[src/rtl/core/swt_pkg.sv]
// Shared types and constants for the shell word tokenizer.
`default_nettype none
package swt_pkg;

  localparam logic [7:0] CH_BSLASH = 8'h5c;
  localparam logic [7:0] CH_DQUOTE = 8'h22;
  localparam logic [7:0] CH_SQUOTE = 8'h27;
  localparam logic [7:0] CH_SPACE  = 8'h20;
  localparam logic [7:0] CH_TAB    = 8'h09;

  // Max results one input byte can cause, and queue depth in bundles.
  localparam int MAX_RES = 4;
  localparam int QDEPTH  = 2;
  localparam int RIDX_W  = $clog2(MAX_RES);
  localparam int QPTR_W  = $clog2(QDEPTH);
  localparam int QCNT_W  = $clog2(QDEPTH + 1);

  typedef enum logic [1:0] {
    KIND_BYTE = 2'd0,
    KIND_WORD = 2'd1,
    KIND_LINE = 2'd2
  } kind_t;

  typedef enum logic [1:0] {
    Q_NONE   = 2'd0,
    Q_SINGLE = 2'd1,
    Q_DOUBLE = 2'd2
  } quote_t;

  typedef enum logic [1:0] {
    ESC_NONE   = 2'd0,
    ESC_PLAIN  = 2'd1,
    ESC_DOUBLE = 2'd2
  } esc_t;

  typedef struct packed {
    logic [7:0] in_byte;
    logic       line_last;
  } in_item_t;

  typedef struct packed {
    logic [7:0] out_byte;
    kind_t      kind;
    logic       last_in_run;
  } out_item_t;

  typedef struct packed {
    logic [7:0] out_byte;
    kind_t      kind;
  } res_t;

  // All results of one input byte; last_idx is the index of the final one.
  typedef struct packed {
    logic [RIDX_W-1:0]  last_idx;
    res_t [MAX_RES-1:0] res;
  } bundle_t;

endpackage
`default_nettype wire

[src/rtl/core/swt_front.sv]
// Front end: accepts bytes, tracks quote/escape state, builds result bundles.
`default_nettype none
module swt_front
  import swt_pkg::*;
(
  input  wire logic     clk,
  input  wire logic     rst,
  input  wire logic     in_valid,
  output logic          in_stall,
  input  wire in_item_t in_item,
  input  wire logic     q_full,
  output logic          q_push,
  output bundle_t       q_data
);

  quote_t quote_mode, quote_mode_next;
  esc_t   escape_pending, escape_pending_next;
  logic   word_open, word_open_next;

  logic [2:0] n;
  logic [2:0] n_m1;
  logic       do_plain;
  logic [7:0] c;
  logic       take;

  assign in_stall = q_full;
  assign take     = in_valid && !q_full;
  assign c        = in_item.in_byte;

  always_comb begin
    quote_mode_next     = quote_mode;
    escape_pending_next = escape_pending;
    word_open_next      = word_open;
    n                   = 3'd0;
    do_plain            = 1'b0;
    q_data              = '0;

    if (escape_pending == ESC_PLAIN) begin
      escape_pending_next = ESC_NONE;
      q_data.res[n[RIDX_W-1:0]] = '{out_byte: c, kind: KIND_BYTE};
      n = n + 3'd1;
      word_open_next = 1'b1;
    end else if (escape_pending == ESC_DOUBLE) begin
      escape_pending_next = ESC_NONE;
      if (c == CH_DQUOTE || c == CH_BSLASH) begin
        q_data.res[n[RIDX_W-1:0]] = '{out_byte: c, kind: KIND_BYTE};
        n = n + 3'd1;
        word_open_next = 1'b1;
      end else begin
        // backslash not escaping anything inside double quotes is kept
        q_data.res[n[RIDX_W-1:0]] = '{out_byte: CH_BSLASH, kind: KIND_BYTE};
        n = n + 3'd1;
        word_open_next = 1'b1;
        do_plain = 1'b1;
      end
    end else begin
      do_plain = 1'b1;
    end

    if (do_plain) begin
      if (c == CH_BSLASH) begin
        if (quote_mode == Q_SINGLE) begin
          q_data.res[n[RIDX_W-1:0]] = '{out_byte: c, kind: KIND_BYTE};
          n = n + 3'd1;
          word_open_next = 1'b1;
        end else if (quote_mode == Q_DOUBLE) begin
          escape_pending_next = ESC_DOUBLE;
        end else begin
          escape_pending_next = ESC_PLAIN;
        end
      end else if (c == CH_SQUOTE) begin
        if (quote_mode == Q_DOUBLE) begin
          q_data.res[n[RIDX_W-1:0]] = '{out_byte: c, kind: KIND_BYTE};
          n = n + 3'd1;
          word_open_next = 1'b1;
        end else if (quote_mode == Q_SINGLE) begin
          quote_mode_next = Q_NONE;
        end else begin
          quote_mode_next = Q_SINGLE;
        end
      end else if (c == CH_DQUOTE) begin
        if (quote_mode == Q_SINGLE) begin
          q_data.res[n[RIDX_W-1:0]] = '{out_byte: c, kind: KIND_BYTE};
          n = n + 3'd1;
          word_open_next = 1'b1;
        end else if (quote_mode == Q_DOUBLE) begin
          quote_mode_next = Q_NONE;
        end else begin
          quote_mode_next = Q_DOUBLE;
        end
      end else if (c == CH_SPACE || c == CH_TAB) begin
        if (quote_mode == Q_SINGLE || quote_mode == Q_DOUBLE) begin
          q_data.res[n[RIDX_W-1:0]] = '{out_byte: c, kind: KIND_BYTE};
          n = n + 3'd1;
          word_open_next = 1'b1;
        end else if (word_open_next) begin
          q_data.res[n[RIDX_W-1:0]] = '{out_byte: 8'd0, kind: KIND_WORD};
          n = n + 3'd1;
          word_open_next = 1'b0;
        end
      end else begin
        q_data.res[n[RIDX_W-1:0]] = '{out_byte: c, kind: KIND_BYTE};
        n = n + 3'd1;
        word_open_next = 1'b1;
      end
    end

    if (in_item.line_last) begin
      if (escape_pending_next == ESC_DOUBLE) begin
        q_data.res[n[RIDX_W-1:0]] = '{out_byte: CH_BSLASH, kind: KIND_BYTE};
        n = n + 3'd1;
        word_open_next = 1'b1;
      end
      escape_pending_next = ESC_NONE;
      if (word_open_next) begin
        q_data.res[n[RIDX_W-1:0]] = '{out_byte: 8'd0, kind: KIND_WORD};
        n = n + 3'd1;
      end
      q_data.res[n[RIDX_W-1:0]] = '{out_byte: 8'd0, kind: KIND_LINE};
      n = n + 3'd1;
      quote_mode_next = Q_NONE;
      word_open_next  = 1'b0;
    end

    n_m1 = n - 3'd1;
    q_data.last_idx = n_m1[RIDX_W-1:0];
  end

  assign q_push = take && (n != 3'd0);

  always_ff @(posedge clk) begin
    if (rst) begin
      quote_mode     <= Q_NONE;
      escape_pending <= ESC_NONE;
      word_open      <= 1'b0;
    end else if (take) begin
      quote_mode     <= quote_mode_next;
      escape_pending <= escape_pending_next;
      word_open      <= word_open_next;
    end
  end

endmodule
`default_nettype wire

[src/rtl/core/swt_queue.sv]
// Short bundle queue between front end and back end.
`default_nettype none
module swt_queue
  import swt_pkg::*;
(
  input  wire logic    clk,
  input  wire logic    rst,
  input  wire logic    push,
  input  wire bundle_t push_data,
  input  wire logic    pop,
  output logic         full,
  output logic         empty,
  output bundle_t      head
);

  bundle_t mem [QDEPTH];
  logic [QPTR_W-1:0] wr_ptr;
  logic [QPTR_W-1:0] rd_ptr;
  logic [QCNT_W-1:0] count;

  assign full  = (count == QCNT_W'(QDEPTH));
  assign empty = (count == '0);
  assign head  = mem[rd_ptr];

  always_ff @(posedge clk) begin
    if (push) begin
      mem[wr_ptr] <= push_data;
    end
  end

  always_ff @(posedge clk) begin
    if (rst) begin
      wr_ptr <= '0;
      rd_ptr <= '0;
      count  <= '0;
    end else begin
      if (push) begin
        wr_ptr <= (wr_ptr == QPTR_W'(QDEPTH - 1)) ? '0 : wr_ptr + 1'b1;
      end
      if (pop) begin
        rd_ptr <= (rd_ptr == QPTR_W'(QDEPTH - 1)) ? '0 : rd_ptr + 1'b1;
      end
      if (push && !pop) begin
        count <= count + 1'b1;
      end else if (pop && !push) begin
        count <= count - 1'b1;
      end
    end
  end

endmodule
`default_nettype wire

[src/rtl/core/swt_back.sv]
// Back end: walks the head bundle and presents one result per transfer.
`default_nettype none
module swt_back
  import swt_pkg::*;
(
  input  wire logic    clk,
  input  wire logic    rst,
  input  wire logic    q_empty,
  input  wire bundle_t q_head,
  output logic         q_pop,
  output logic         out_valid,
  input  wire logic    out_stall,
  output out_item_t    out_item
);

  logic [RIDX_W-1:0] idx;
  logic              at_last;
  logic              xfer;

  assign out_valid = !q_empty;
  assign at_last   = (idx == q_head.last_idx);
  assign xfer      = out_valid && !out_stall;
  assign q_pop     = xfer && at_last;

  always_comb begin
    out_item.out_byte    = q_head.res[idx].out_byte;
    out_item.kind        = q_head.res[idx].kind;
    out_item.last_in_run = at_last;
  end

  always_ff @(posedge clk) begin
    if (rst) begin
      idx <= '0;
    end else if (xfer) begin
      idx <= at_last ? '0 : idx + 1'b1;
    end
  end

endmodule
`default_nettype wire

[src/rtl/core/shell_word_tokenizer.sv]
// Top level of the shell word tokenizer.
`default_nettype none
// Splits a command line, one byte per input transfer, into words. Each byte
// yields zero to four results: word bytes (kind 0), a word-complete mark
// (kind 1) and, on the byte flagged line_last, a line-complete mark (kind 2);
// last_in_run flags the final result of a byte. Blanks split words outside
// quotes, single quotes make bytes literal, double quotes keep blanks and
// honor backslash only before a double quote or backslash; empty words are
// never reported. The front end takes one byte per cycle while the queue is
// not full and hands each byte's results as one bundle to a two-entry queue;
// the back end presents one result per cycle unless out_stall is high. Input
// runs at one byte per cycle while each yields at most one result and output
// is not stalled; a byte with several results holds the output until all are
// out. Input stalls only on a full queue; no-result bytes never enter it.
module shell_word_tokenizer
  import swt_pkg::*;
(
  input  wire logic     clk,
  input  wire logic     rst,
  input  wire logic     in_valid,
  output logic          in_stall,
  input  wire in_item_t in_item,
  output logic          out_valid,
  input  wire logic     out_stall,
  output out_item_t     out_item
);

  logic    q_push;
  logic    q_pop;
  logic    q_full;
  logic    q_empty;
  bundle_t q_in;
  bundle_t q_head;

  // Classify bytes and track quote / escape state.
  swt_front u_front (
    .clk      (clk),
    .rst      (rst),
    .in_valid (in_valid),
    .in_stall (in_stall),
    .in_item  (in_item),
    .q_full   (q_full),
    .q_push   (q_push),
    .q_data   (q_in)
  );

  // Decouples the two sides so each can stall on its own.
  swt_queue u_queue (
    .clk       (clk),
    .rst       (rst),
    .push      (q_push),
    .push_data (q_in),
    .pop       (q_pop),
    .full      (q_full),
    .empty     (q_empty),
    .head      (q_head)
  );

  // Serialize each bundle into output transfers.
  swt_back u_back (
    .clk       (clk),
    .rst       (rst),
    .q_empty   (q_empty),
    .q_head    (q_head),
    .q_pop     (q_pop),
    .out_valid (out_valid),
    .out_stall (out_stall),
    .out_item  (out_item)
  );

endmodule
`default_nettype wire

[config.mk]
export PLATFORM = sky130hd
export DESIGN_NAME = shell_word_tokenizer
export DESIGN_NICKNAME = d
export VERILOG_FILES = /design/src/rtl/core/swt_pkg.sv /design/src/rtl/core/swt_front.sv /design/src/rtl/core/swt_queue.sv /design/src/rtl/core/swt_back.sv /design/src/rtl/core/shell_word_tokenizer.sv
export SDC_FILE = /design/constraint.sdc
export NUM_CORES = 1
export LEC_CHECK = 0
export BUFFER_PORTS_ARGS = -buffer_cell sky130_fd_sc_hd__buf_2
export CELL_PAD_IN_SITES_DETAIL_PLACEMENT = 0
export CELL_PAD_IN_SITES_GLOBAL_PLACEMENT = 2
export CORE_ASPECT_RATIO = 0.6
export CORE_UTILIZATION = 42
export DETAILED_ROUTE_END_ITERATION = 10
export PLACE_DENSITY = 0.79
export SLEW_MARGIN = 40
export SYNTH_ARGS = -nofsm -noshare
export SYNTH_HDL_FRONTEND = slang
export SYNTH_SLANG_ARGS = --single-unit
[constraint.sdc]
create_clock -name clk -period 18.8 [get_ports clk]
set_input_delay 2.82 -clock clk [delete_from_list [all_inputs] [get_ports clk]]
set_output_delay 2.82 -clock clk [all_outputs]
set_load 0.03 [all_outputs]
==> impl_results.md, run 1 <==
- Unrepaired setup endpoints after global routing: no
- CTS max path bufs: 2
- Post-synth top flop: edfxtp_1
- Initial antenna violation count: 0
- Hold path startpoint: u_front.word_open
- Pint: between 0.3 and 0.4 mW
- DIE HEIGHT: between 70 and 80 um
- Final setup violation count: 0
- Post-cts sizing count: 0
- Vias per cell: around 5.4
- Fin. max-slew vios: 0
- Full die area: a little under 10,000 sq um
- Crit path launch type: input port
- Critical path arrival: 7630 ps
- Hold Crit Class: reg -> reg
- Seq cells post-synth: just under 70
- Total gr overflow: 0
- Antenna cells: 0
- Sequential-to-total area share from yosys stat: approximately half
- Switching power: 0.1579 mW
- Fill cells: between 800 and 900
- Die width: between 100 and 150 um
- Synth Warn #: 0
- Logic pwr share: between 20% and 30%
- DR WL/cell: 18.31 um
- Failing checks: design-rule violations
- Gr usage total: roughly a fifth
- Row count: 27
- Drt pass-1 iters: 7
- Post-Route WL: between 9000 and 10,000 um
- FMAX: approximately 0.13 GHz
- Relative slew slack: between 50% and 60%
- Status: complete, but fails checks
- Clock Latency Late Sink: 330 ps
- Num ports: 26
- Final Hold Fails: 0
- Detail Route Antenna Nets: 0
- First-pass GRT wire length: 14,920 um
- CTS tree: yes
- Maxcap violations: 0
- Critical Path Sink Type: register
- Synth Area per Inst: approximately 11 sq um
- Clk slew on worst S/H paths: 60 ps
- Period utilization: between 40% and 50%
- Worst slew pin tran: 700.0 ps
- Setup Skew: 6.438 ps
- Sw Ratio: 29.47%
- Netlist Area Pre-Place: ~4000 sq um
- H-tree depth: 3
- Tmin final: between 7000 and 8000 ps
- Multi-input gate area: about 1900 sq um
- P_leak: around 1.7 nW
- Clock sinks: 68
- Final core utilization: roughly half
- Post-synth ARST share: 0%
- Setup Fix Bufs, Post-CTS: 0
- DRT iter0 DRCs: about 240
- Area growth from synthesis to layout: 15.15%
- Sequential share of power: 38.5%
- Total Power: between 0.5 and 0.6 mW
- Synth unique cells: 62
- Worst IR Drop VDD: around 56 uV
- Syn Inst Count: between 300 and 400
- Crit Path Max Fanout: 24
- Number of synthesized flops with an enable pin: 56
- Vias in the first global route: between 2,000 and 3,000
- Initial Util: between 40 and 50%
- FF-to-FF Start: u_front.escape_pending[0]
- Routability Congestion: 0.8907
- Layout Nets: between 400 and 500
- Setup TNS: 0 ps
- Cell area power density: between 100 and 150 nW/um^2
- Critical Path Source: in_item[4]
- Critical path class: in -> reg
- Hpwl dp: ~6700 um
- Total CTS buffers: 9
- Net Count, Synth: slightly below 400
- DRC: 2
- Clock share of power: between 30% and 40%
- CP Data Required Time: 18,800 ps
- Core area: between 9000 and 10,000 sq um
- Cts hold-fix bufs: 0
- Fraction of layout cells with a size suffix above 1: between 20% and 30%
- Vias after detailed routing: 2,766
- I/O Buffers: 25
- Pin count of the biggest net entering global routing: 25
- Reg area: 1923 sq um
- Root Driver: clkbuf_16
-- worst max-delay path: stages --
cell	delay [ps]
buf_2	170
nor3b_1	250
nand4_1	300
nand2_1	340
a21o_2	280
a211oi_1	100
a21oi_4	280
inv_1	110
ha_1	300
nand2_1	50
o21ai_0	140
ha_1	340
mux2i_1	110
ha_1	300
or3b_2	450
a31oi_1	140
o21ai_1	90
a41oi_2	250
and2_1	370
buf_4	380
-- power by group through the flow --
stage	Sequential, mW	Clock, mW	Combinational (mW)
final	0.206	0.193	0.137
after global routing	0.209	0.205	0.149
after CTS	0.207	0.196	0.139
after detailed placement	0.210	0	0.138
after global placement	0.209	0	0.134
after floorplan	0.201	0	0.107
-- kinds of logic after synthesis --
| group | synth area share [%] |
|---|---|
| and+or+nand+nor | 16.91 |
| AOI/OAI and AO/OA | 12.17 |
| buffers and inverters | 3.858 |
| DFF | 48.18 |
| adders and majority gates | 7.528 |
| muxes | 8.940 |
| xor gates and xnor gates | 2.415 |
-- registers in the layout, indices dropped and copies added (netlist names), named ones only --
| register | flops |
|---|---|
| u_back.idx | 2 |
| u_front.escape_pending | 2 |
| u_front.quote_mode | 2 |
| u_front.word_open | 1 |
| u_queue.count | 2 |
| u_queue.mem | 56 |
| u_queue.rd_ptr | 1 |
| u_queue.wr_ptr | 1 |
-- cell usage after synthesis (3+ instances only) --
cell / number / area (sq um)
a21oi_1: 23 / 115.1
a22oi_1: 4 / 30.03
and2_1: 14 / 87.58
and4_1: 3 / 26.28
buf_2: 3 / 15.01
clkbuf_1: 10 / 37.54
dfxtp_1: 12 / 240.2
edfxtp_1: 56 / 1682
ha_1: 24 / 300.3
inv_1: 21 / 78.83
mux2i_1: 3 / 30.03
mux4_2: 13 / 292.8
nand2_1: 24 / 90.09
nand2b_1: 4 / 25.02
nand3_1: 11 / 55.05
nand4_1: 3 / 18.77
nor2_1: 21 / 78.83
nor2b_1: 10 / 62.56
nor3_1: 6 / 30.03
nor3b_1: 4 / 30.03
o21a_1: 5 / 37.54
o21ai_0: 16 / 80.08
xnor2_1: 6 / 52.55
xor2_1: 5 / 43.79
-- final timing paths --
path | end | slack [ps] | cells after the start
worst max-delay path | u_queue.mem[1][12] | 11170 | 20
worst min-delay path | u_front.word_open | 460 | 2
worst max register to register | u_queue.mem[1][12] | 12910 | 21
worst min register to register | u_front.word_open | 460 | 2
-- cell usage in the layout, fill, tap and decap left out, types with 3 or more instances in the layout --
master and instances:
a21oi_1 23, ha_1 24, nor2b_1 9, bufinv_16 3, nand4_1 3, a22oi_1 4
dfxtp_1 11, mux4_2 13, nand2_1 24, mux2i_1 3, nand3_1 11, and2_1 14
and4_1 3, o21ai_0 16, nor3_1 6, edfxtp_1 56, xnor2_1 6, nor3b_1 4
nor2_1 21, buf_2 25, xor2_1 5, clkbuf_16 9, nand2b_1 4, inv_1 21
o21a_1 5
-- routing by layer --
metal / vias up / GRT usage [%] / wire length (um) / part of all wire [%]
li1: 1348 / - / - / -
met1: 1318 / 33.04 / 5185 / 56
met2: 90 / 25.76 / 3433 / 37
met3: 10 / 7.517 / 617 / 6.6
met4: 0 / 4.235 / 82 / 0.88
met5: - / 0 / 0 / 0
-- final cells by class --
cell class	instances	area share, %
Tap cell	130	3.541
Clock inverter	6	2.424
Sequential cell	68	41.87
Inverter	21	1.716
Clock buffer	10	4.985
Multi-Input combinational cell	246	41.81
Timing Repair Buffer	28	3.650
-- metrics by stage --
| step | cells | hold slack [ps] | setup WS (ps) | area [sq um] |
|---|---|---|---|---|
| floorplan | 351 | 426.1 | 10900 | 3989 |
| global placement | 492 | 445.5 | 10800 | 4224 |
| detailed placement | 493 | 455.9 | 10860 | 4253 |
| CTS | 509 | 462.0 | 11210 | 4593 |
| global route | 509 | 484.8 | 10760 | 4593 |
| finish | 509 | 460.4 | 11170 | 4593 |
(Power assumes the default switching activity.)
==> inputs of run 2 (changes only) <==
--- a/config.mk
+++ b/config.mk
@@ -9,9 +9,9 @@
 export CELL_PAD_IN_SITES_DETAIL_PLACEMENT = 0
 export CELL_PAD_IN_SITES_GLOBAL_PLACEMENT = 2
 export CORE_ASPECT_RATIO = 0.6
-export CORE_UTILIZATION = 42
+export CORE_UTILIZATION = 37
 export DETAILED_ROUTE_END_ITERATION = 10
-export PLACE_DENSITY = 0.79
+export PLACE_DENSITY = 0.74
 export SLEW_MARGIN = 40
 export SYNTH_ARGS = -nofsm -noshare
 export SYNTH_HDL_FRONTEND = slang
==> constraint.sdc (replaced) <==
create_clock -name clk -period 6.7 [get_ports clk]
set_input_delay 1.005 -clock clk [delete_from_list [all_inputs] [get_ports clk]]
set_output_delay 1.005 -clock clk [all_outputs]
set_load 0.03 [all_outputs]
==> impl_results.md, run 2 (synthesis results as in run 1) <==
- Status: complete, no violations
- Non-Filler Instances: 514
- Clock sinks: just under 70
- Max FFs per register: 56
- Num ports: 26
- Row count: 28
- Sum of buffers and inverters on the critical path: 3
- Critical path arrival: between 5000 and 6000 ps
- Maxcap violations: 0
- Top reg by flops: u_queue.mem
- P_leak: between 1.5 and 2 nW
- Gr usage total: between 10% and 20%
- DRC: 0
- Sequential share of power: 39.6%
- CP Data Required Time: around 6700 ps
- Hpwl dp: between 6000 and 7000 um
- Max incr delay on CP: roughly 450 ps
- Critical path class: in -> reg
- Reg area: 1923 sq um
- DIE HEIGHT: around 82 um
- Hold Crit Class: reg -> reg
- Worst IR Drop VDD: 153.8 uV
- Commonest non-fill, non-tap cell in the layout: edfxtp_1
- Total CTS buffers: 9
- CP Cell Sequence: buf_2 > nor3b_1 > nand4_1 > nand2_1 > a21o_2 > a211oi_1 > a21oi_4 > inv_1 > ha_1 > nand2_1 > o21ai_0 > ha_1 > mux2i_1 > ha_1 > or3b_2 > a31oi_1 > o21ai_1 > a41oi_2 > nor2b_2 > buf_4
- Cell area power density: between 300 and 400 nW/um^2
- Post-Route WL: slightly above 9000 um
- DR WL/cell: 18.13 um
- Pint: about 1 mW
- Clock share of power: 35.1%
- FMAX: around 0.18 GHz
- Tmin final: about 5600 ps
- Post-cts sizing count: 0
- CTS max path bufs: 2
- H-tree depth: 3
- Relative slew slack: approximately 54%
- Final Hold Fails: 0
- CTS tree: yes
- DRT iter0 DRCs: around 170
- Vias after detailed routing: between 2,000 and 3,000
- Setup TNS: 0 ps
- Worst slew pin tran: 688.6 ps
- CP top delay family: simple AND/OR/NAND/NOR gates
- Root Driver: clkbuf_16
- Layout Nets: ~410
- Fin. max-slew vios: 0
- Sw Ratio: about 31%
- Crit Path Max Fanout: 28
- Final setup violation count: 0
- Fill cells: between 900 and 1,000
- Period utilization: 83.55%
- Antenna cells: 0
- Worst path slowest cell: or3b_2
- Drt pass-1 iters: 5
- I/O Buffers: 25
- Area growth from synthesis to layout: 14.27%
- Logic pwr share: about a quarter
- First-pass GRT wire length: 14,750 um
- Routability Congestion: between 0.8 and 0.9
- Switching power: 0.4479 mW
- Final core utilization: 44.86%
- Commonest non-fill, non-tap cells in the layout: edfxtp_1 (56), buf_2 (25), nand2_1 (24), ha_1 (24), a21oi_1 (23)
- Unrepaired setup endpoints after global routing: no
- Clk slew on worst S/H paths: 60 ps
- Detail Route Antenna Nets: 0
- Full die area: around 11,000 sq um
- Pin count of the biggest net entering global routing: 29
- Critical Path Sink Type: register
- Die width: between 100 and 150 um
- Setup Skew: 6.761 ps
- Vias per cell: ~5.4
- Crit path launch type: input port
- Initial antenna violation count: 0
- Clock Latency Late Sink: around 340 ps
- Fraction of layout cells with a size suffix above 1: between 20% and 30%
- Vias in the first global route: around 2,700
- Core area: 10,160 sq um
- Setup Fix Bufs, Post-CTS: 0
- Multi-input gate area: around 1900 sq um
- Total gr overflow: 0
- Cts hold-fix bufs: 0
- Cell repeated most along the worst path: ha_1
- Initial Util: 39.26%
- Placed Instances: between 400 and 500
[run 2: cell types whose count changed in the layout (fill, tap and decap cells not counted)]
cell       change
clkinv_4       +2
buf_16         -1
buf_4          +1
bufinv_16      -1
clkbuf_1       -1
nor2b_2        +1
nor2b_4        -1
[run 2: metrics by stage]
stage	hold WS, ps	instance area [sq um]	worst slack, ps	power (mW)
finish	460.8	4558	1102	1.462
global route	498.2	4558	689.9	1.533
CTS	465.6	4557	1146	1.480
detailed placement	457.9	4233	814.3	0.9642
global placement	448.1	4233	812.5	0.9570
floorplan	426.1	3989	612.7	0.8650
[run 2: layout make-up]
type / instances / area share [%]
sequential: 68 / 42.19
timing repair buffer: 28 / 3.239
clock inverter: 7 / 2.169
inverter: 21 / 1.729
clock buffer: 9 / 4.941
tap: 135 / 3.706
multi-input combinational: 246 / 42.03
[run 2: path summary, 6_finish.rpt]
kind / start / end / slack (ps) / depth (start not counted)
max: in_item[4] / u_queue.mem[0][2] / 1100 / 20
min: u_front.word_open / u_front.word_open / 460 / 2
max reg2reg: u_front.escape_pending[0] / u_queue.mem[0][2] / 1140 / 21
min reg2reg: u_front.word_open / u_front.word_open / 460 / 2
[run 2: worst register-to-register path: cells and delay by family (launching register included)]
family	cells	cell delay [ps]
buf+inv	4	800
compound gates	8	1370
mux	1	110
flops	1	370
simple gates	3	680
fa+ha+maj	5	1840
[run 2: power groups by stage]
stage               combinational, mW  sequential [mW]  clock [mW]
floorplan                       0.300            0.565           0
global placement                0.373            0.584           0
detailed placement              0.376            0.588           0
CTS                             0.378            0.579       0.523
global route                    0.406            0.586       0.541
finish                          0.370            0.578       0.514
[run 2: per-layer routing]
| layer | vias to the layer above | GRT usage (%) | wire [um] |
|---|---|---|---|
| li1 | 1346 | - | - |
| met1 | 1345 | 27.66 | 4965 |
| met2 | 59 | 24.87 | 3668 |
| met3 | 11 | 4.151 | 543 |
| met4 | 0 | 6.667 | 140 |
| met5 | - | 0 | 0 |
